--- src/rtl/apu_pkg.sv ---
// Shared types and constants for the Adam parameter update block.
package apu_pkg;

	localparam int DW   = 64;	// serial datapath word
	localparam int DIVW = 34;	// widest divisor

	localparam logic [24:0] ONE_Q24 = 25'd16777216;
	localparam logic [63:0] CAP47   = 64'h0000_7FFF_FFFF_FFFF;
	localparam logic [63:0] CAP48   = 64'h0000_FFFF_FFFF_FFFF;

	localparam logic [1:0] REG_LR  = 2'd0;
	localparam logic [1:0] REG_B1  = 2'd1;
	localparam logic [1:0] REG_B2  = 2'd2;
	localparam logic [1:0] REG_EPS = 2'd3;

	localparam logic [15:0] LR_RST  = 16'd66;
	localparam logic [15:0] B1_RST  = 16'd58982;
	localparam logic [15:0] B2_RST  = 16'd65470;
	localparam logic [15:0] EPS_RST = 16'd1;

	typedef struct packed {
		logic [31:0] m;
		logic [31:0] v;
	} moment_t;

endpackage

--- src/rtl/apu_mul.sv ---
// Bit-serial shift-add multiplier: 64-bit two's complement by 32-bit unsigned.
module apu_mul (
	input  logic                   clk,
	input  logic                   arst_n,
	input  logic                   go,
	input  logic [apu_pkg::DW-1:0] a,
	input  logic [31:0]            b,
	output logic [apu_pkg::DW-1:0] prod,
	output logic                   done
);
	logic                   busy_q;
	logic                   done_q;
	logic [apu_pkg::DW-1:0] mcand_q;
	logic [31:0]            mplier_q;
	logic [apu_pkg::DW-1:0] acc_q;

	always_ff @(posedge clk or negedge arst_n) begin
		if (!arst_n) begin
			busy_q <= 1'b0;
			done_q <= 1'b0;
		end else begin
			done_q <= !go && busy_q && (mplier_q == '0);
			if (go) begin
				busy_q <= 1'b1;
			end else if (busy_q && mplier_q == '0) begin
				busy_q <= 1'b0;
			end
		end
	end

	// one multiplier bit per cycle; stops once the remaining bits are zero
	always_ff @(posedge clk) begin
		if (go) begin
			mcand_q  <= a;
			mplier_q <= b;
			acc_q    <= '0;
		end else if (busy_q && mplier_q != '0) begin
			if (mplier_q[0]) begin
				acc_q <= acc_q + mcand_q;
			end
			mcand_q  <= {mcand_q[apu_pkg::DW-2:0], 1'b0};
			mplier_q <= {1'b0, mplier_q[31:1]};
		end
	end

	assign prod = acc_q;
	assign done = done_q;
endmodule

--- config.mk ---
export PLATFORM = sky130hd
export DESIGN_NAME = apu_mul
export DESIGN_NICKNAME = d
export VERILOG_FILES = /design/src/rtl/apu_pkg.sv /design/src/rtl/apu_mul.sv
export SDC_FILE = /design/constraint.sdc
export NUM_CORES = 1
export LEC_CHECK = 0
export CAP_MARGIN = 20
export CORE_ASPECT_RATIO = 0.9
export CORE_MARGIN = 2
export CORE_UTILIZATION = 50
export CTS_CLUSTER_DIAMETER = 50
export DETAILED_ROUTE_END_ITERATION = 10
export DONT_BUFFER_PORTS = 1
export PLACE_DENSITY = 0.74
export SYNTH_ARGS = -nofsm -noshare
export SYNTH_HDL_FRONTEND = slang
export SYNTH_SLANG_ARGS = --single-unit
--- constraint.sdc ---
create_clock -name clk -period 11.35 [get_ports clk]
set_clock_uncertainty 0.05 [all_clocks]
set_input_delay 3.405 -clock clk [delete_from_list [all_inputs] [get_ports clk]]
set_output_delay 3.405 -clock clk [all_outputs]
set_load 0.03 [all_outputs]
======== Yosys cells after proc, flatten, opt, wreduce, memory -nomap -nowiden ========
Index checks and enable logic that the tools add are counted.
operators by class
  add/subtract/negate cells ............... 1
  equal/unequal tests ..................... 0
  multiplexer cells ....................... 6
  reductions and logical operators ........ 10
  divide/modulo/power cells ............... 0
  bitwise logic cells ..................... 0
  multiply operators ...................... 0
  $lt $le $gt $ge ......................... 0
  shift-type cells ........................ 0
operators by type and width
  kind                 number
  two-way mux 64 bit   2
  adder 64 bit         1
  two-way mux 32 bit   2
  zero test 32 bit     1
  nonzero test 32 bit  1
  logical AND 1 bit    4
  nonzero test 2 bit   2
  two-way mux 1 bit    2
  AND reduction 2 bit  1
  zero test 1 bit      1
word-level totals
  memories kept ........................... 0
  logic and storage cells ................. 22
  flip-flop bits (word level) ............. 162
  bits of input ports ..................... 99
  output and inout port bits .............. 65
  bits in latches ......................... 0
  memory bits (read-only) ................. 0
  RAM bits ................................ 0

======== Depth between registers and ports, before layout ========
  word-level depth ........................ 4
  depth in mapped cells ................... 15
  gate-level depth less buffers ........... 15

======== Worst setup path after synthesis ========
Ideal clock, no wire load.
  path type ............................... input to register
  start ................................... input port go
  end ..................................... register mcand_q[0] in the netlist's numbering, enable pin
  cell stages on the path ................. 3
  buffers on the path ..................... 1
  data arrival time ....................... 5.804 ns
  library setup time ...................... 0.458 ns
  path slack .............................. 5.038 ns
  cell sequence ........................... clkbuf_1 inv_1 nand2_1
on the way
  cells in the longest elaborated chain, start to end .. 1
RTL lines
  item                                 line           RTL
  start: declaration                   apu_mul.sv:5   input logic go,
  nonzero test 2 bit (no source line)  --
  end signal: assignment               apu_mul.sv:41  mcand_q <= {mcand_q[apu_pkg::DW-2:0], 1'b0};
  end: declaration                     apu_mul.sv:13  logic [apu_pkg::DW-1:0] mcand_q;
Every way passes these cells.
A chain may end at the register's enable or synchronous reset.

======== Final worst setup path ========
  start ................................... input port go
  end ..................................... register mcand_q[16] in the netlist's numbering, enable pin
The elaborated chain is that of the path after synthesis.

==> impl_metrics.tcl <==
set metrics [dict create \
    outcome "complete, no violations" \
    clk_latency_ps 440 \
    clockRootBuffer "clkbuf_16" \
    drt-vias-per-instance 5.88 \
    numPlacedInstances 1200 \
    die_area_um2 21000 \
    whs_ps 452 \
    ir_drop_v 0.000104 \
    grt_pass1_vias 6987 \
    fin_area_um2 10700 \
    synth-async-reset-ratio 0.0123 \
    grt_pass1_wl_um 36300 \
    maxCapViolations 0 \
    io_buffers 0 \
    cts_setup_buffers 0 \
    finalSetupViolCount 0 \
    finalSetupTns_ps 0 \
    period_needed_ps 4790 \
    netlist_area_um2 9940 \
    grt_max_degree 162 \
    cp_slowest_cell "buf_4" \
    preCtsSetupSlack_ps 6120 \
    final.setup.worst_slack_ps 6560 \
    cp.required_ps 11370 \
    synth_seq_area_share 0.424 \
    syn_inst 997 \
    wl_per_cell_um 18.1 \
    grt_setup_unrepaired "false" \
    overflow 0 \
    fmax_mhz 209 \
    relSlewSlack 0.449 \
    start_util 0.514 \
    path_class "input port to flip-flop" \
    dieWidth_um 153 \
    cts_resized 0 \
    holdBufCountCts 0 \
    areaGrowthSynthToFinish_pct 7.44 \
    io_pins 164 \
    ant_nets 0 \
    path_cells "inv_1 -> nand2_4 -> buf_4" \
    yosysWarnings 0 \
    drc 0 \
    cts_tree "built" \
    ys.flop_type "edfxtp_1" \
    num_vias 7256 \
    synth_nets 1160 \
    yosys.area.top_type "edfxtp_1" \
    power_leakage_nw 4.38 \
    final-hold-violation-count 0 \
    cp-end-kind "flip-flop" \
    synth_edf_count 96 \
    clkTransAtPathRegs_ps 70 \
    synthTopCellsByArea "edfxtp_1, dfxtp_1, mux2_2, ha_1, a21oi_1" \
    core_um2 19300 \
    startpoint_type "input port" \
    final_cells 1233 \
    gp_congestion 0.881 \
    antenna_found_initial 3 \
    row_count 48 \
    nets 1132 \
    fillers 1696 \
    yosys_register_bits 162 \
    path_max_fanout 161 \
    drv_slew 0 \
    total_power_mw 2.17 \
    synth_top_cell_area_share 0.290 \
    drive_gt1_frac 0.162 \
    post-route-period-util 0.422 \
    cp_top_family "buffers and inverters" \
    slowest_delay_ps 660 \
    firstDrtPassIters 5 \
    cts_inserted_buffers 17 \
    hpwl_um 15900 \
    grt.total_usage 0.215 \
    place_area_um2 10100 \
    clk_path_buf_depth 2 \
    critical_path_arrival_ps 4800 \
    htree_levels 4 \
    p_per_area_nw_per_um2 203 \
    wl_um 22400 \
    synth_area_per_cell_um2 9.97 \
    hold_class "flip-flop to flip-flop" \
    cts.sinks 162 \
    crit_buf_inv 2 \
    tightest_slew_ps 819 \
    die_h_um 138 \
    utilization 0.552 \
    drt_iter0_markers 470 \
    synth_cell_types 74 \
]
-- flip-flops by register name (all words and copies together) (netlist names) --
register  flops
busy_q        1
prod         64
done          1
mcand_q      64
mplier_q     32
-- cell usage after synthesis, drive strengths merged, types with 2 or more instances --
cell type / count
a2111oi: 2
a211oi: 4
a21o: 40
a21oi: 126
a221o: 4
a311oi: 2
a31oi: 8
a41oi: 4
and2: 6
and3: 8
and4: 3
buf: 15
clkbuf: 35
dfrtp: 2
dfxtp: 64
edfxtp: 96
ha: 63
inv: 19
mux2: 95
mux2i: 2
nand2: 143
nand2b: 4
nand3: 22
nand3b: 3
nand4: 14
nor2: 41
nor2b: 5
nor3: 10
nor3b: 2
nor4: 12
nor4b: 2
o2111ai: 2
o211ai: 4
o21a: 6
o21ai: 40
o21bai: 13
o311ai: 2
o31ai: 3
or2: 2
xnor2: 31
xor2: 23
-- report_power, final --
group          total, mW  internal (mW)  switching [mW]
combinational      0.702          0.308           0.394
sequential         0.893          0.714           0.179
clock              0.575          0.296           0.279
-- cells in the final DEF, fill, tap and decap left out, types with 12 or more instances in the layout --
cell type	synthesis	final
o21ai_0	32	32
clkbuf_16	0	17
xnor2_1	31	31
xor2_1	23	23
nand3_1	22	22
a21o_1	38	38
edfxtp_1	96	96
nand4_1	14	14
mux2_2	94	94
ha_1	63	63
o21bai_1	13	13
nor2_1	41	41
inv_1	19	19
dfxtp_1	64	64
nor4_1	12	12
a21oi_1	122	122
nand2_1	143	141
-- routing by layer --
metal,part of all wire,track usage,up-vias,wire length (µm)
li1,-,-,3631,-
met1,0.46,0.282,3420,10200
met2,0.46,0.350,182,10300
met3,0.075,0.0701,19,1670
met4,0.0079,0.0432,4,176
met5,0.00098,0,-,22
-- worst paths after layout --
kind	startpoint	end	slack, ps	depth (start not counted)
max reg2reg	prod[0]	prod[44]	7210	15
max	go	mcand_q[16]	6560	3
max in group asynchronous	arst_n	done	8570	0
min in group asynchronous	arst_n	busy_q	2610	0
min reg2reg	busy_q	done	450	2
min	busy_q	done	450	2
-- cell families (layout without fill, tap and decap cells) --
| logic type | Yosys count | count (layout) | share of synthesized area |
|---|---|---|---|
| other | 0 | 1 | 0 |
| flip-flops | 162 | 162 | 0.424 |
| AND/OR/NAND/NOR | 280 | 280 | 0.130 |
| AO/OA/AOI/OAI | 271 | 271 | 0.180 |
| XOR/XNOR | 54 | 54 | 0.0476 |
| adder cells (fa/ha/maj) | 64 | 64 | 0.0813 |
| buffers and inverters | 69 | 54 | 0.0279 |
| multiplexers | 97 | 97 | 0.110 |
-- layout make-up --
type,instances,area (µm²),area share
multi-input combinational,766,5460,0.511
sequential,162,4210,0.394
clock buffer,17,425,0.0398
tap,250,313,0.0293
clock inverter,15,171,0.0160
inverter,19,71.3,0.00668
timing repair buffer,3,22.5,0.00211
antenna,1,2.50,0.000234
-- worst register-to-register path, cell delays in order (launching register included) --
cell      delay, ps
dfxtp_1         600
ha_1            270
fa_1            230
a21o_1          130
a21o_1          140
a21oi_1         110
o21ai_0         250
a21oi_1         100
o21a_1          230
o311a_1         410
nor4_1          730
a21oi_1         220
o21bai_1        200
xor2_1          160
nand2_1          70
a21oi_1         160
(Power assumes the default switching activity.)
