**src/rtl/apu_pkg.sv**
```systemverilog
// Shared types and constants for the Adam parameter update block.
package apu_pkg;

	localparam int DW   = 64;	// serial datapath word
	localparam int DIVW = 34;	// widest divisor

	localparam logic [24:0] ONE_Q24 = 25'd16777216;
	localparam logic [63:0] CAP47   = 64'h0000_7FFF_FFFF_FFFF;
	localparam logic [63:0] CAP48   = 64'h0000_FFFF_FFFF_FFFF;

	localparam logic [1:0] REG_LR  = 2'd0;
	localparam logic [1:0] REG_B1  = 2'd1;
	localparam logic [1:0] REG_B2  = 2'd2;
	localparam logic [1:0] REG_EPS = 2'd3;

	localparam logic [15:0] LR_RST  = 16'd66;
	localparam logic [15:0] B1_RST  = 16'd58982;
	localparam logic [15:0] B2_RST  = 16'd65470;
	localparam logic [15:0] EPS_RST = 16'd1;

	typedef struct packed {
		logic [31:0] m;
		logic [31:0] v;
	} moment_t;

endpackage

```
**src/rtl/apu_sqrt.sv**
```systemverilog
// Digit-by-digit integer square root, two radicand bits per cycle.
module apu_sqrt (
	input  logic                   clk,
	input  logic                   arst_n,
	input  logic                   go,
	input  logic [apu_pkg::DW-1:0] x,
	output logic [31:0]            root,
	output logic                   done
);
	logic                   busy_q;
	logic                   done_q;
	logic [4:0]             cnt_q;
	logic [apu_pkg::DW-1:0] rad_q;
	logic [33:0]            rem_q;
	logic [31:0]            root_q;
	logic [35:0]            cur;
	logic [35:0]            trial;
	logic                   fits;

	assign cur   = {rem_q, rad_q[apu_pkg::DW-1 -: 2]};
	assign trial = {2'b00, root_q, 2'b01};
	assign fits  = cur >= trial;

	always_ff @(posedge clk or negedge arst_n) begin
		if (!arst_n) begin
			busy_q <= 1'b0;
			done_q <= 1'b0;
			cnt_q  <= '0;
		end else begin
			done_q <= !go && busy_q && (cnt_q == 5'd31);
			if (go) begin
				busy_q <= 1'b1;
				cnt_q  <= '0;
			end else if (busy_q) begin
				cnt_q <= cnt_q + 5'd1;
				if (cnt_q == 5'd31) begin
					busy_q <= 1'b0;
				end
			end
		end
	end

	always_ff @(posedge clk) begin
		if (go) begin
			rad_q  <= x;
			rem_q  <= '0;
			root_q <= '0;
		end else if (busy_q) begin
			rad_q  <= {rad_q[apu_pkg::DW-3:0], 2'b00};
			rem_q  <= fits ? 34'(cur - trial) : cur[33:0];
			root_q <= {root_q[30:0], fits};
		end
	end

	assign root = root_q;
	assign done = done_q;
endmodule

```
**config.mk**
```make
export PLATFORM = sky130hd
export DESIGN_NAME = apu_sqrt
export DESIGN_NICKNAME = d
export VERILOG_FILES = /design/src/rtl/apu_pkg.sv /design/src/rtl/apu_sqrt.sv
export SDC_FILE = /design/constraint.sdc
export NUM_CORES = 1
export LEC_CHECK = 0
export BUFFER_PORTS_ARGS = -buffer_cell sky130_fd_sc_hd__buf_2
export CAP_MARGIN = 20
export CORE_ASPECT_RATIO = 1.25
export CORE_UTILIZATION = 63
export CTS_CLUSTER_SIZE = 40
export DETAILED_ROUTE_END_ITERATION = 7
export GPL_TIMING_DRIVEN = 0
export PLACE_DENSITY = 0.94
export SLEW_MARGIN = 20
export SYNTH_ARGS = -nofsm -noshare
export SYNTH_HDL_FRONTEND = slang
export SYNTH_SLANG_ARGS = --single-unit
```
**constraint.sdc**
```tcl
create_clock -name clk -period 4 [get_ports clk]
set_clock_uncertainty 0.05 [all_clocks]
set_input_delay 0.6 -clock clk [delete_from_list [all_inputs] [get_ports clk]]
set_output_delay 0.6 -clock clk [all_outputs]
set_load 0.1 [all_outputs]
```
## Yosys cells after proc, flatten, opt, wreduce, memory -nomap -nowiden

Index checks and enable logic that the tools add are counted.
W data, S select, Z words.

| storage, ports and cells | value |
|---|---|
| input bits | 67 |
| register bits after elaboration | 137 |

| operators by class | value |
|---|---|
| muxes and demuxes | 8 |
| eq/ne operators | 1 |
| $lt $le $gt $ge | 1 |
| $add $sub $neg | 2 |
| reductions and logical operators | 4 |

Operator list:

| cell | number |
|---|---|
| $mux W64 | 2 |
| $ge A36 B34 Y1 | 1 |
| $mux W34 | 1 |
| $sub A34 B34 Y34 | 1 |
| $mux W5 | 2 |
| $add A5 B1 Y5 const B | 1 |
| $eq A5 B5 Y1 const B | 1 |
| $mux W1 | 3 |
| $logic_and A1 B1 Y1 | 2 |
| $reduce_bool A2 Y1 | 1 |
| $logic_not A1 Y1 | 1 |

## Logic depth before layout (Yosys ltp)

| logic depth | value |
|---|---|
| word-level depth | 4 |
| depth in mapped cells | 12 |
| depth with buffers taken out | 10 |

## Worst setup path before layout

No wires, ideal clock.

| timing | value |
|---|---|
| kind | reg-to-reg |
| from | register root_q[19], in the netlist root[19] |
| to | register rem_q[33] |
| slack | 0.818 ns |
| stages on the path, launching flop included | 12 |
| arrival | 3.014 ns |
| setup time | 0.117 ns |
| cells stage by stage | dfxtp_1 inv_1 ha_1 buf_6 a21oi_4 o211ai_1 a41o_1 a221o_1 a31o_4 a31oi_4 mux2i_1 a32o_1 |

| on the way | value |
|---|---|
| longest elaborated chain between the ends | 2 |

RTL lines:

| item | RTL line | source |
|---|---|---|
| start: declaration | apu_sqrt.sv:15 | `logic [31:0] root_q;` |
| start signal: assignment | apu_sqrt.sv:51 | `root_q <= {root_q[30:0], fits};` |
| $sub A34 B34 Y34 or $ge A36 B34 Y1 (tied branches) | apu_sqrt.sv:50, apu_sqrt.sv:22 |  |
| $mux W34 * | apu_sqrt.sv:50 | `rem_q <= fits ? 34'(cur - trial) : cur[33:0];` |
| end signal: assignment | apu_sqrt.sv:50 |  |
| end: declaration | apu_sqrt.sv:14 | `logic [33:0] rem_q;` |

Every way passes the cells marked *; elsewhere a longest branch is shown, timed or not.
A chain may end at the register's enable or synchronous reset.

## Worst setup path in the final report

| timing | value |
|---|---|
| from | register root_q[2], in the netlist root[2] |
| to | register rem_q[31] |

The elaborated chain is that of the path after synthesis.

==> run_results.csv <==
group,metric,value,unit
status,status,"finished clean",
clock_network,cts_tree,"done",
yosys,synth_edf_count,64,
final_layout,areaGrowthSynthToFinish,16.8,%
clock_network,htreeDepth,4,
worst_setup_path,cp_common_cell,"a21oi_1",
global_route,grt_pass1_vias,6100,
sta,rsz0062_at_grt,"no",
final_layout,final_cell_mix,"103 x buf_2, 84 x nor2_1, 66 x dfxtp_1",
yosys,synth_area_leader_cell,"edfxtp_1",
place,pre_cts_slack,1.06,ns
yosys,yosys_warnings,0,
yosys,yosys-top-cells-area,"edfxtp_1 26%, dfxtp_1 18%, mux2_2 9.4%",
die,io_pins,100,
worst_setup_path,cp-end-kind,"register",
place,dpl.hpwl,12500,microns
global_route,antenna_found_initial,0,
worst_setup_path,critPathLaunchType,"register",
clock_network,cts-root-buf,"clkbuf_16",
global_route,grt_pass1_wl,28900,microns
yosys,syn_area,7460,sq um
yosys,seq_area_frac_synth,45.8,%
global_route,grt.busiest_layer,"met2",
global_route,gr-total-overflow,0,
yosys,ys_seq_elements,137,
pwr,leakagePower,3.91,nW
yosys,syn-instance-count,723,
worst_setup_path,worstPathCellList,"inv_1 -> ha_1 -> a21oi_1 -> o211ai_1 -> a32oi_1 -> a21oi_1 -> a31o_4 -> a211oi_1 -> mux2i_1 -> nand2_1",
die,die_h,124,microns
min_path,hp-class,"input pin to register",
worst_setup_path,cp_num_buf_inv,1,
sta,tightest_slew,0.771,ns
clock_network,clockBufferDepth,2,
global_route,use_met2,54.8,%
yosys,avgSynthCellArea,10.3,sq um
die,fp-row-count,44,
final_layout,final_net_count,944,
route,viasPerCell,6.18,
die,die-area,12300,sq um
final_layout,multiInputGateArea,3670,sq um
place,placed_area,8130,sq um
global_route,grt_usage,30.8,%
route,via_count,6127,
sta,timing.final.crit_share,78.7,%
yosys,yosysTopAreaCellShare,25.8,%
clock_network,clk_pin_slew,0.07,ns
place,gp_congestion,0.939,
worst_setup_path,worst_r2r_path_depth,10,
sta,final_hold_viol_count,0,
worst_setup_path,crit_required,4.26,ns
route,first_iter_violations,430,
place,io_buffers,98,
pwr,vdd_drop_max,0.000467,V
clock_network,cts.sinks,137,
clock_network,cts_resized,0,
global_route,met3_usage,7.69,%
final_layout,final_common_cell,"buf_2",
final_layout,layout-drive-gt1-share,25.3,%
min_path,whs_path_depth,2,
clock_network,cts_buffers,17,
route,drcViolationCount,0,
route,ant_nets,0,
final_layout,final_cell_area,8710,sq um
sta,fin_crit,3.15,ns
worst_setup_path,arrival,3.41,ns
final_layout,diodes,0,
worst_setup_path,critical_path_class,"register to register",
worst_setup_path,crit_family,"compound AO/OA/AOI/OAI gates",
final_layout,nFillCells,768,
sta,relSlewSlack,48.6,%
global_route,grtUsageMet1,33.6,%
route,avgRoutedWirePerCell,18.5,microns
sta,layout_setup_ws,0.854,ns
clock_network,clock_latency,0.43,ns
flow_run,max_cap_violations,0,
sta,fmax,318,MHz
clock_network,ctsHoldBuffers,1,
die,start_util,64.5,%
worst_setup_path,slowest_delay,0.41,ns
final_layout,ff_latch_area,3420,sq um
sta,setup_tns,0,ns
yosys,synth_nets,826,
sta,slew_violations,0,
clock_network,cts_setup_buffers,0,
die,die_x,99.3,microns
die,core_area,11600,sq um
yosys,synthArstFlopShare,5.11,%
worst_setup_path,path_max_fanout,4,
sta,finalSetupViolCount,0,
yosys,synthFlopType,"dfxtp_1",
worst_setup_path,worst-path-stages,10,
route,dr.pass1.iters,5,
global_route,grt_start_max_net_pins,65,
yosys,ys_types,57,
pwr,power_density,750,nW/um^2
route,wl,18300,microns
worst_setup_path,crit_slowest_cell,"a32oi_1",
flip-flops by register name, indices dropped and copies added (netlist names):
name / cells
root: 32
rem_q: 34
cnt_q: 5
done: 1
rad_q: 64
busy_q: 1
final cells by class:
cell class	count	area share, %
clock buffer	17	4.88
buffer	40	2.17
timing repair buffer	99	5.74
sequential	137	39.2
inverter	49	2.14
clock inverter	15	1.72
multi-input combinational	497	42.1
tap	138	1.98
logic make-up after synthesis:
| kind of cell | share of synthesized area (%) |
|---|---|
| xor+xnor | 3.87 |
| compound gates | 13.4 |
| fa+ha+maj | 6.04 |
| mux | 15.9 |
| flops | 45.8 |
| buf+inv | 5.00 |
| simple gates | 9.96 |
final timing paths:
kind                       slack [ns]   endpoint  startpoint
max reg2reg                      0.85  rem_q[31]     root[2]
min reg2reg                      0.45   rem_q[0]    rem_q[0]
min                              0.42  rad_q[49]       x[49]
min in group asynchronous        0.49   cnt_q[1]      arst_n
max                              0.85  rem_q[31]     root[2]
max in group asynchronous        3.25     busy_q      arst_n
per-layer routing:
metal	vias to the layer above	part of all wire, %
met5	-	0
met2	291	51
met3	83	6.8
met1	2920	38
li1	2833	-
met4	0	4.4
worst reg2reg max path, delay by kind of cell, from the launching register on:
| family | cells | cell delay [ns] |
|---|---|---|
| flops | 1 | 0.37 |
| compound gates | 6 | 1.85 |
| fa+ha+maj | 1 | 0.35 |
| mux | 1 | 0.28 |
| simple gates | 1 | 0.08 |
| buf+inv | 1 | 0.06 |
metrics by stage:
stage	util (%)	hold WS [ns]	power [W]	cells
after floorplan	-	0.254	0.00424	723
after global placement	70.3	0.391	0.00476	959
after detailed placement	70.3	0.393	0.00485	959
after CTS	75.4	0.414	0.00646	992
after global routing	75.4	0.418	0.00687	992
final	75.4	0.419	0.00653	992
synth_stat cells, types with 7 or more instances:
cell      count
a211oi_1     24
a21o_1       10
a21oi_1      38
a32oi_1       7
and3_1        7
clkbuf_1     26
dfrtp_1       7
dfxtp_1      66
edfxtp_1     64
ha_1         36
inv_1        49
mux2_2       62
mux2i_1      49
nand2_1      35
nand3_1      11
nor2_1       84
nor3_1       10
o21ai_0      26
o21bai_1      7
xnor2_1      18
xor2_1       15
power by group:
part	switching (W)	leakage [nW]	total [W]	internal, W
Sequential	0.000156	1.31	0.00185	0.00169
Clock	0.000711	0.282	0.00154	0.000831
Combinational	0.00181	2.31	0.00314	0.00133
No activity file was read; power rests on OpenSTA's default activity.
