### config.mk
export PLATFORM = sky130hd
export DESIGN_NAME = apu_div
export DESIGN_NICKNAME = d
export VERILOG_FILES = /design/src/rtl/apu_pkg.sv /design/src/rtl/apu_div.sv
export SDC_FILE = /design/constraint.sdc
export NUM_CORES = 1
export LEC_CHECK = 0
export ABC_CLOCK_PERIOD_IN_PS = 8910
export BUFFER_PORTS_ARGS = -buffer_cell sky130_fd_sc_hd__buf_2
export CAP_MARGIN = 10
export CORE_MARGIN = 1
export CORE_UTILIZATION = 25
export CTS_BUF_LIST = sky130_fd_sc_hd__clkbuf_8
export CTS_CLUSTER_DIAMETER = 150
export DETAILED_ROUTE_END_ITERATION = 16
export PLACE_DENSITY_LB_ADDON = 0.1
export SLEW_MARGIN = 25
export SYNTH_ARGS = -nofsm -noshare
export SYNTH_HDL_FRONTEND = slang
export SYNTH_SLANG_ARGS = --single-unit
### constraint.sdc
create_clock -name clk -period 8.91 [get_ports clk]
set_input_delay 2.673 -clock clk [delete_from_list [all_inputs] [get_ports clk]]
set_output_delay 2.673 -clock clk [all_outputs]
set_load 0.02 [all_outputs]
### src/rtl/apu_pkg.sv
// Shared types and constants for the Adam parameter update block.
package apu_pkg;

	localparam int DW   = 64;	// serial datapath word
	localparam int DIVW = 34;	// widest divisor

	localparam logic [24:0] ONE_Q24 = 25'd16777216;
	localparam logic [63:0] CAP47   = 64'h0000_7FFF_FFFF_FFFF;
	localparam logic [63:0] CAP48   = 64'h0000_FFFF_FFFF_FFFF;

	localparam logic [1:0] REG_LR  = 2'd0;
	localparam logic [1:0] REG_B1  = 2'd1;
	localparam logic [1:0] REG_B2  = 2'd2;
	localparam logic [1:0] REG_EPS = 2'd3;

	localparam logic [15:0] LR_RST  = 16'd66;
	localparam logic [15:0] B1_RST  = 16'd58982;
	localparam logic [15:0] B2_RST  = 16'd65470;
	localparam logic [15:0] EPS_RST = 16'd1;

	typedef struct packed {
		logic [31:0] m;
		logic [31:0] v;
	} moment_t;

endpackage

### src/rtl/apu_div.sv
// Restoring divider, one quotient bit per cycle, 64-bit dividend.
module apu_div (
	input  logic                     clk,
	input  logic                     arst_n,
	input  logic                     go,
	input  logic [apu_pkg::DW-1:0]   dividend,
	input  logic [apu_pkg::DIVW-1:0] divisor,
	output logic [apu_pkg::DW-1:0]   quo,
	output logic [apu_pkg::DIVW-1:0] rem,
	output logic                     done
);
	logic                     busy_q;
	logic                     done_q;
	logic [5:0]               cnt_q;
	logic [apu_pkg::DW-1:0]   quo_q;
	logic [apu_pkg::DIVW-1:0] rem_q;
	logic [apu_pkg::DIVW-1:0] dsr_q;
	logic [apu_pkg::DIVW:0]   trial;
	logic                     fits;

	assign trial = {rem_q, quo_q[apu_pkg::DW-1]};
	assign fits  = trial >= {1'b0, dsr_q};

	always_ff @(posedge clk or negedge arst_n) begin
		if (!arst_n) begin
			busy_q <= 1'b0;
			done_q <= 1'b0;
			cnt_q  <= '0;
		end else begin
			done_q <= !go && busy_q && (cnt_q == 6'd63);
			if (go) begin
				busy_q <= 1'b1;
				cnt_q  <= '0;
			end else if (busy_q) begin
				cnt_q <= cnt_q + 6'd1;
				if (cnt_q == 6'd63) begin
					busy_q <= 1'b0;
				end
			end
		end
	end

	always_ff @(posedge clk) begin
		if (go) begin
			quo_q <= dividend;
			rem_q <= '0;
			dsr_q <= divisor;
		end else if (busy_q) begin
			// remainder stays below divisor, so the top trial bit drops out
			rem_q <= fits ? apu_pkg::DIVW'(trial - {1'b0, dsr_q})
			              : trial[apu_pkg::DIVW-1:0];
			quo_q <= {quo_q[apu_pkg::DW-2:0], fits};
		end
	end

	assign quo  = quo_q;
	assign rem  = rem_q;
	assign done = done_q;
endmodule

# Word-level counts from Yosys, hierarchy flattened
# Index checks and enable logic that the tools add are counted.
# Widths: inputs -> output; s select.
# op_classes
magnitude_cmp	1
mux	8
eq_ne	1
n_addsub	2
n_reduce_logical	4
# op_table
op	n
$mux 64	2
$ge 35x34->1	1
$mux 34	1
$sub 34x34->34	1
$mux 6	2
$add 6x1->6 const B	1
$eq 6x6->1 const B	1
$mux 1	3
$logic_and 1x1->1	2
$reduce_bool 2->1	1
$logic_not 1->1	1
# totals
wordCells	22
reg_bits	140

# Logic depth before layout (Yosys ltp)
# Gate-level depths: netlist of run 1.
# depth
ltp_word	4
ltp_mapped	14
ltp_nobuf	13

# Worst setup path after synthesis of run 1
# OpenSTA, ideal clock, no wires.
# synth_path
path_kind	input-to-reg
start	input port go
end	register quo_q, in the netlist quo[0], enable pin
required_ns	8.492
path_slack_ns	4.125
cell_stages	3
n_path_buf	1
setup_time_ns	0.418
t_arrival_ns	4.368
cell_sequence	clkbuf_1 -> nor2_1 -> inv_1
# synth_between
elab_chain_len	1
# synth_rtl
element	line_no	text
start: declaration	apu_div.sv:5	input logic go,
$reduce_bool 2->1 (no line)	--	
end signal: assignment	apu_div.sv:45	quo_q <= dividend;
end signal: assignment	apu_div.sv:52	quo_q <= {quo_q[apu_pkg::DW-2:0], fits};
end: declaration	apu_div.sv:15	logic [apu_pkg::DW-1:0] quo_q;
# No other way between the ends.
# A chain may end at the register's enable or synchronous reset.

# Worst setup path after layout of run 1
# Ends and elaborated chain as after synthesis.

==> results of run 1 <==
## synthesized netlist by cell type, types with 3 or more instances
cell type	n
dfrtp_1	8
a21oi_1	43
o31ai_1	3
xnor2_1	16
a211oi_1	28
nor2_1	47
clkbuf_1	26
xor2_1	16
mux2_2	66
o21bai_1	10
edfxtp_1	98
or3_1	4
nand3_1	10
a31oi_1	4
dfxtp_1	34
ha_1	35
mux2i_1	19
inv_1	45
nand2b_1	6
o21ai_0	42
nand4_1	9
nand2_1	48
nor3_1	7
a21o_1	12
## registers in the layout, summed over array words and instances, names as in the netlist
name    count
quo        64
dsr_q      34
rem        34
cnt_q       6
busy_q      1
done        1
## layout make-up
class                   instances  area (um2)  area share [%]
well taps                     390       488.0           5.203
flip-flops and latches        140        3825           40.79
repair buffers                204        1060           11.30
clock buffers                  17       234.0           2.495
clock inverters                14       196.4           2.095
inverters                      45       168.9           1.801
multi-input cells             465        3406           36.32
## power groups by stage
| stage | clock (uW) | sequential (uW) | combinational (uW) |
|---|---|---|---|
| 2_1_floorplan | 0 | 998 | 677 |
| 3_3_place_gp | 0 | 920 | 1040 |
| 3_5_place_dp | 0 | 917 | 1040 |
| 4_1_cts | 611 | 905 | 1040 |
| 5_1_grt | 627 | 918 | 1150 |
| 6_report | 584 | 900 | 1030 |
## path summary, 6_finish.rpt
check                           end
max                          quo[0]
min                          rem[9]
max reg2reg                 rem[30]
min reg2reg                  rem[9]
max in group asynchronous    busy_q
min in group asynchronous  cnt_q[2]
## through the flow
stage	worst slack (ns)	hold WS [ns]	cells	instance area [um2]
finish	4.738	0.5181	1275	9378
global route	4.610	0.5413	1275	9378
CTS	4.492	0.5164	1274	9350
detailed placement	3.954	0.5026	1243	8920
global placement	3.940	0.5037	1243	8920
floorplan	4.125	0.5049	684	7567
## per-layer routing
layer  up-vias  wire length [um]  global-route usage [%]
met5         -                44                       0
li1       2894                 -                       -
met4         8               177                   3.696
met1      2698              9311                   16.79
met2       156              9308                   21.20
met3        20              1585                   5.254
## cells by family after synthesis
kind of cell / after synthesis / synth area share (%)
buffers and inverters: 79 / 4.481
AND/OR/NAND/NOR: 145 / 8.664
adder cells (fa/ha/maj): 36 / 6.052
XOR/XNOR: 32 / 3.704
flip-flops: 140 / 50.53
multiplexers: 85 / 12.33
AO/OA/AOI/OAI: 167 / 14.24
## worst max-delay path, stage by stage
cell and delay [ns]:
buf_6 0.42, nor2_1 0.32, inv_2 0.09, buf_4 0.66
==> out/metrics.yaml, run 1 <==
worstReg2RegStart: "rem[29]"
drt_wl_total_mm: 20.43
avgSynthCellArea_um2: 11.06
first_pass_iters: 5
synth.distinct_cells: 57
worst_pin_slew_ns: 0.8706
min_from: "rem[9]"
die_x_um: 176.0
cts_resized: 0
final_common_cell: "buf_2"
finalCritPeriodShare_pct: 46.83
finalCriticalPeriod_ns: 4.172
clock-sinks: 140
antenna_found_initial: 4
die_h_um: 176.0
path_max_fanout: 64
reg2regPathDepth: 11
pwr-share-comb_pct: 40.9
timing.fmax_mhz: 239.7
syn_to_final_growth_pct: 23.93
synth_edf_count: 98
skew_ns: 0.02769
postRouteAntennaNets: 0
clk_latency_ns: 0.46
p_seq_share_pct: 35.8
initial_core_util_pct: 25.46
pwr_density_cell_nw_per_um2: 267.6
nNetsFinal: 1010
p_leak_uw: 0.004069
grt_first_pass_wirelength_mm: 32.09
hpwl_mm: 14.71
drive_gt1_share_pct: 35.03
clock_path_buffers: 2
std_cell_rows: 63
grt_overflow: 0
tns_ns: 0
p_total_uw: 2510
endpoint_kind: "flop"
h-tree-depth: 4
worst_ep_arrival_time_ns: 4.25
crit_required_ns: 8.99
vias: 5776
ys_ff_latch: 140
fp.coreArea_um2: 29720
status: "complete, no violations"
hold_depth: 2
vias_per_cell: 4.530
yosysSeqAreaShare_pct: 50.53
grt_pass1_vias: 5884
port-buffer-count: 199
wl_per_cell_um: 16.02
syn_inst: 684
cts_setup_buffers: 0
p_clk_share_pct: 23.3
layout_common_cells: "buf_2 (198), edfxtp_1 (98), mux2_2 (66)"
utilization_pct: 31.56
cp-start-kind: "input port"
synthTopCellsByArea: "edfxtp_1 (39%), mux2_2 (9.8%), dfxtp_1 (9.0%), ha_1 (5.8%), a21oi_1 (2.8%)"
critPathLaunch: "go"
route.detailed.drc: 0
hold_viol_final: 0
gp_congestion: 0.7676
cts_made_buffers: 17
root_buffer: "clkbuf_8"
finalMaxSlewViolations: 0
grt_start_max_net_pins: 79
drt_iter0_markers: 271
synth_top_area_share_pct: 38.89
ys_warn_count: 0
synth_ff_type: "edfxtp_1"
power.switching_uw: 976.6
hold_path.class: "reg2reg"
synth_nets: 821
setup_viol: 0
cts_tree: "done"
path_clk_slew_ns: 0.08
die-area_um2: 30970
pin_count: 200
rsz0062_at_grt: "no"
async_flop_share_pct: 5.714
syn_area_um2: 7567
max_cap_viol_count: 0
n_antenna_cell: 0
ir_drop_mv: 0.09623
ctsHoldBuffers: 0
maxSlewHeadroom_pct: 41.96
path_class: "in2reg"
grt_usage_pct: 13.38
p_int_uw: 1533
reg2reg_slack_ns: 5.14
yosys.area.top_type: "edfxtp_1"
fill_cells: 3129
p_sw_share_pct: 38.91
Note: power is estimated with default switching activity, not from simulation.
==> run 2: changes to the inputs <==
ABC_CLOCK_PERIOD_IN_PS = 4170   (was 8910)
clock period = 4.17 ns   (was 8.91 ns; I/O delays follow)
==> run 2 against run 1 <==
Core utilization is essentially flat; wire length grew 2.2%; largest cell class unchanged; highest routed layer unchanged; critical endpoint is now rem[18]; final area is essentially flat.
==> out/metrics.yaml, run 2 (synthesis gave the netlist of run 1 again) <==
status: "complete, no violations"
wl_per_cell_um: 16.33
root_buffer: "clkbuf_8"
first_pass_iters: 6
timing.fmax_mhz: 280.0
clock_path_buffers: 2
cts_tree: "done"
fill_cells: 3095
setup_viol: 0
max_cap_viol_count: 0
maxSlewHeadroom_pct: 35.31
p_leak_uw: 0.004071
drt_wl_total_mm: 20.87
antenna_found_initial: 4
drive_gt1_share_pct: 35.17
rsz0062_at_grt: "no"
ctsHoldBuffers: 0
drt_iter0_markers: 287
postRouteAntennaNets: 0
cts_setup_buffers: 0
std_cell_rows: 63
finalCriticalPeriod_ns: 3.572
cts_made_buffers: 17
hold_path.class: "reg2reg"
port-buffer-count: 199
grt_pass1_vias: 5981
hpwl_mm: 15.22
crit_required_ns: 4.48
route.detailed.drc: 0
cp-start-kind: "flop"
largest_reg_flops: 64
ir_drop_mv: 0.2060
tns_ns: 0
grt_usage_pct: 13.99
h-tree-depth: 4
critPathSlowestCell: "a211o_2"
fp.coreArea_um2: 29720
pin_count: 200
path_clk_slew_ns: 0.10
clk_latency_ns: 0.46
die_x_um: 176.0
finalCritPeriodShare_pct: 85.66
nNetsFinal: 1011
initial_core_util_pct: 25.46
cp_cell_sequence: "ha_1, nand4_1, or3_1, nor4_1, nand3b_1, nand3_1, a211o_2, mux2_2, mux2i_1, nor2_1"
vias_per_cell: 4.541
die_h_um: 176.0
finalMaxSlewViolations: 0
multi_input_area_um2: 3406
clock-sinks: 140
vias: 5804
worst_pin_slew_ns: 0.9703
gp_congestion: 0.8014
worst_ep_arrival_time_ns: 3.88
cp_slowest_stage_delay_ns: 0.75
die-area_um2: 30970
cts_resized: 0
skew_ns: 0.02631
grt_first_pass_wirelength_mm: 33.45
path_max_fanout: 45
utilization_pct: 31.57
seqCellArea_um2: 3825
final_common_cell: "buf_2"
syn_to_final_growth_pct: 23.99
path_class: "reg2reg"
hold_viol_final: 0
grt_start_max_net_pins: 62
endpoint_kind: "flop"
grt_overflow: 0
layout_common_cells: "buf_2 (198), edfxtp_1 (98), mux2_2 (66)"
pwr_density_cell_nw_per_um2: 571.1
## run 2: worst max-delay path, delay by kind of cell, from the launching register on
family,cells,cell delay (ns)
and+or+nand+nor,6,1.29
muxes,2,0.55
adders and majority gates,1,0.45
AOI/OAI and AO/OA,1,0.75
DFF,1,0.37
## run 2: layer usage
metal	wire length (um)	GRT usage (%)	vias up
li1	-	-	2899
met1	9704	17.87	2703
met2	9311	22.04	173
met3	1582	5.146	23
met4	233	3.949	6
met5	38	0	-
## run 2: per-stage QoR
stage / power (uW) / cells / hold slack (ns) / worst slack (ns) / instance area [um2]
final: 5358 / 1278 / 0.5153 / 0.5982 / 9383
after global routing: 5765 / 1277 / 0.5541 / 0.3157 / 9380
after CTS: 5453 / 1277 / 0.5183 / 0.5402 / 9380
after detailed placement: 4180 / 1245 / 0.5037 / 0.6084 / 8960
after global placement: 4202 / 1245 / 0.5015 / 0.7280 / 8960
after floorplan: 3579 / 684 / 0.5049 / 0.8066 / 7567
## run 2: final cells by class
| type | count | area share [%] |
|---|---|---|
| clock inverters | 15 | 1.987 |
| multi-input cells | 465 | 36.30 |
| inverters | 45 | 1.800 |
| well taps | 390 | 5.201 |
| clock buffers | 17 | 2.494 |
| diodes | 1 | 0.02667 |
| repair buffers | 205 | 11.43 |
| flip-flops and latches | 140 | 40.77 |
## run 2: final timing paths
| kind | to | slack, ns | depth (start not counted) | startpoint |
|---|---|---|---|---|
| min in group asynchronous | cnt_q[5] | 0.62 | 1 | arst_n |
| worst max register to register | rem[18] | 0.60 | 10 | rem[30] |
| worst min-delay path | rem[9] | 0.52 | 2 | rem[9] |
| worst max-delay path | rem[18] | 0.60 | 10 | rem[30] |
| worst min register to register | rem[9] | 0.52 | 2 | rem[9] |
| max in group asynchronous | busy_q | 3.35 | 1 | arst_n |
## run 2: where the power goes
group          total (uW)  switching (uW)  internal (uW)
clock network        1230             629            603
registers            1910             191           1720
logic                2210            1310            901
total                5360            2130           3230
==> run 3: changes to the inputs <==
ABC_AREA = 1   (was unset)
MAX_ROUTING_LAYER = met4   (was unset)
==> run 3 against run 2 <==
Synthesized area grew 11%; critical path depth increased by 2; synthesized cell count rose by 67%; core utilization shrank 0.35 points; via count increased by 29%; combinational power grew 13%; final area rose by 9.4%; wire length increased by 20%; first-iteration DRC count increased by 27%; critical path type unchanged; highest routed layer is now met4.
==> out/metrics.yaml, run 3 <==
final_common_cell: "nand2_1"
grt_use_met3_pct: 4.794
layout_common_cells: "nand2_1 (502), buf_2 (198), inv_1 (177)"
cp-start-kind: "flop"
largest_reg_flops: 64
cp_num_cells: 12
grt_util_met2_pct: 23.90
route.detailed.drc: 0
cts_made_buffers: 17
clock_path_buffers: 2
clock-sinks: 140
root_buffer: "clkbuf_8"
pin_count: 200
p_clk_share_pct: 19.7
worst_pin_slew_ns: 0.7055
max_cap_viol_count: 0
status: "complete, no violations"
crit_required_ns: 4.57
gp_congestion: 0.8486
first_pass_iters: 5
port-buffer-count: 199
hpwl_mm: 18.55
synth_nets: 1278
p_seq_share_pct: 34.3
cts_tree: "done"
power.switching_uw: 2388
drt_wl_total_mm: 25.01
cts_resized: 0
syn_inst: 1141
critPathSlowestCell: "nand2_4"
avgSynthCellArea_um2: 7.375
die_x_um: 185.5
std_cell_rows: 66
endpoint_kind: "flop"
setup_viol: 0
fp.coreArea_um2: 32870
yosysMostFrequentCell: "nand2_1"
yosys.area.top_type: "edfxtp_1"
yosysSeqAreaShare_pct: 45.44
hold_viol_final: 0
path_buf_inv: 0
top_usage_layer: "met2"
h-tree-depth: 4
finalCriticalPeriod_ns: 2.779
synth_commonest_cells: "nand2_1 (502), inv_1 (176), edfxtp_1 (98), nand3_1 (73), nor2_1 (49)"
ys_warn_count: 0
hold_path.class: "reg2reg"
grt_usage_pct: 15.45
rsz0062_at_grt: "no"
cts_setup_buffers: 0
grt_pass1_vias: 7524
cpMostUsedCell: "nand2_1"
finalCritPeriodShare_pct: 66.63
worst_ep_arrival_time_ns: 3.18
clk_latency_ns: 0.47
antenna_found_initial: 4
die-area_um2: 34400
dp_slack_ns: 1.116
ys_ff_latch: 140
fill_cells: 3733
pwr-share-comb_pct: 46.0
pwr_density_cell_nw_per_um2: 530.1
tns_ns: 0
path_class: "reg2reg"
postRouteAntennaNets: 0
path_clk_slew_ns: 0.09
synth_edf_count: 98
nNetsFinal: 1474
drt_iter0_markers: 364
hold_depth: 1
async_flop_share_pct: 5.714
reg2regPathDepth: 12
path_max_fanout: 37
p_leak_uw: 0.005474
cp_cell_sequence: "ha_1, nand2_1, nand3_1, nand2_1, nand3_2, nand2_1, nand2_2, nand2_4, nand2_4, nand2_1, nand3_1, nand2_1"
setup_slack_ns: 1.391
syn_area_um2: 8414
synth_top_area_share_pct: 34.97
ir_drop_mv: 0.2064
wl_per_cell_um: 13.92
maxSlewHeadroom_pct: 52.97
initial_core_util_pct: 25.60
grt_overflow: 0
synth.distinct_cells: 39
drive_gt1_share_pct: 19.78
skew_ns: 0.03034
grt_first_pass_wirelength_mm: 39.64
vias: 7500
vias_per_cell: 4.174
timing.fmax_mhz: 359.9
die_h_um: 185.5
grtUsageMet1_pct: 19.36
p_int_uw: 3052
ctsHoldBuffers: 0
synthTopCellsByArea: "edfxtp_1 (35%), nand2_1 (22%), dfxtp_1 (8.1%), inv_1 (7.9%), ha_1 (5.2%)"
synth_ff_type: "edfxtp_1"
grt_start_max_net_pins: 60
finalMaxSlewViolations: 0
cp_slowest_stage_delay_ns: 0.40
syn_to_final_growth_pct: 21.96
path_delay_family: "simple AND/OR/NAND/NOR gates"
p_sw_share_pct: 43.90
run 3: changes by cell type after synthesis, sizes merged, moves of 20 or more:
cell,change
mux2,-66
nand3b,+20
a211oi,-28
nand2,+464
nand3,+64
inv,+136
run 3: area by class of cell:
class	instances	area, um2	area share (%)
clock inverter	15	123.9	1.207
tap	442	553.0	5.389
clock buffer	17	234.0	2.280
antenna	5	12.51	0.1219
sequential	140	3824	37.26
timing repair buffer	206	1064	10.36
multi-input combinational	790	3767	36.71
inverter	182	684.4	6.669
run 3: cell families after synthesis:
family	count (synthesis)	synth area share [%]
compound gates	58	3.956
xor+xnor	17	1.770
fa+ha+maj	36	5.442
buf+inv	211	9.814
flops	140	45.44
simple gates	679	33.58
run 3: worst paths after layout:
path / from / to / slack (ns)
max in group asynchronous: arst_n / cnt_q[4] / 3.36
worst min-delay path: cnt_q[3] / cnt_q[3] / 0.49
worst max register to register: rem[1] / rem[30] / 1.39
worst max-delay path: rem[1] / rem[30] / 1.39
worst min register to register: cnt_q[3] / cnt_q[3] / 0.49
min in group asynchronous: arst_n / busy_q / 0.61
run 3: power groups by stage:
stage | sequential [uW] | clock (uW) | combinational [uW]
final | 1870 | 1070 | 2500
after global routing | 1900 | 1170 | 2870
after CTS | 1870 | 1120 | 2550
after detailed placement | 1900 | 0 | 2540
after global placement | 1900 | 0 | 2540
after floorplan | 2080 | 0 | 1630
run 3: worst reg2reg max path, cell delays in order (launching register included):
cell,delay (ns)
dfxtp_1,0.36
ha_1,0.39
nand2_1,0.11
nand3_1,0.18
nand2_1,0.13
nand3_2,0.14
nand2_1,0.16
nand2_2,0.09
nand2_4,0.40
nand2_4,0.40
nand2_1,0.20
nand3_1,0.08
nand2_1,0.07
run 3: stage by stage:
| step | hold WS [ns] | total power, uW | cells | area (um2) | utilization, % |
|---|---|---|---|---|---|
| after detailed placement | 0.4801 | 4438 | 1760 | 9892 | 30.10 |
| after global placement | 0.4780 | 4440 | 1760 | 9892 | 30.10 |
| final | 0.4873 | 5440 | 1797 | 10260 | 31.22 |
| after floorplan | 0.4558 | 3714 | 1141 | 8414 | - |
| after CTS | 0.4909 | 5548 | 1792 | 10250 | 31.19 |
| after global routing | 0.5105 | 5937 | 1796 | 10260 | 31.22 |
run 3: metal layers:
metal,vias to the layer above,wire [um]
met1,3344,11910
met4,0,287
met5,-,0
li1,3953,-
met3,14,1758
met2,189,11060
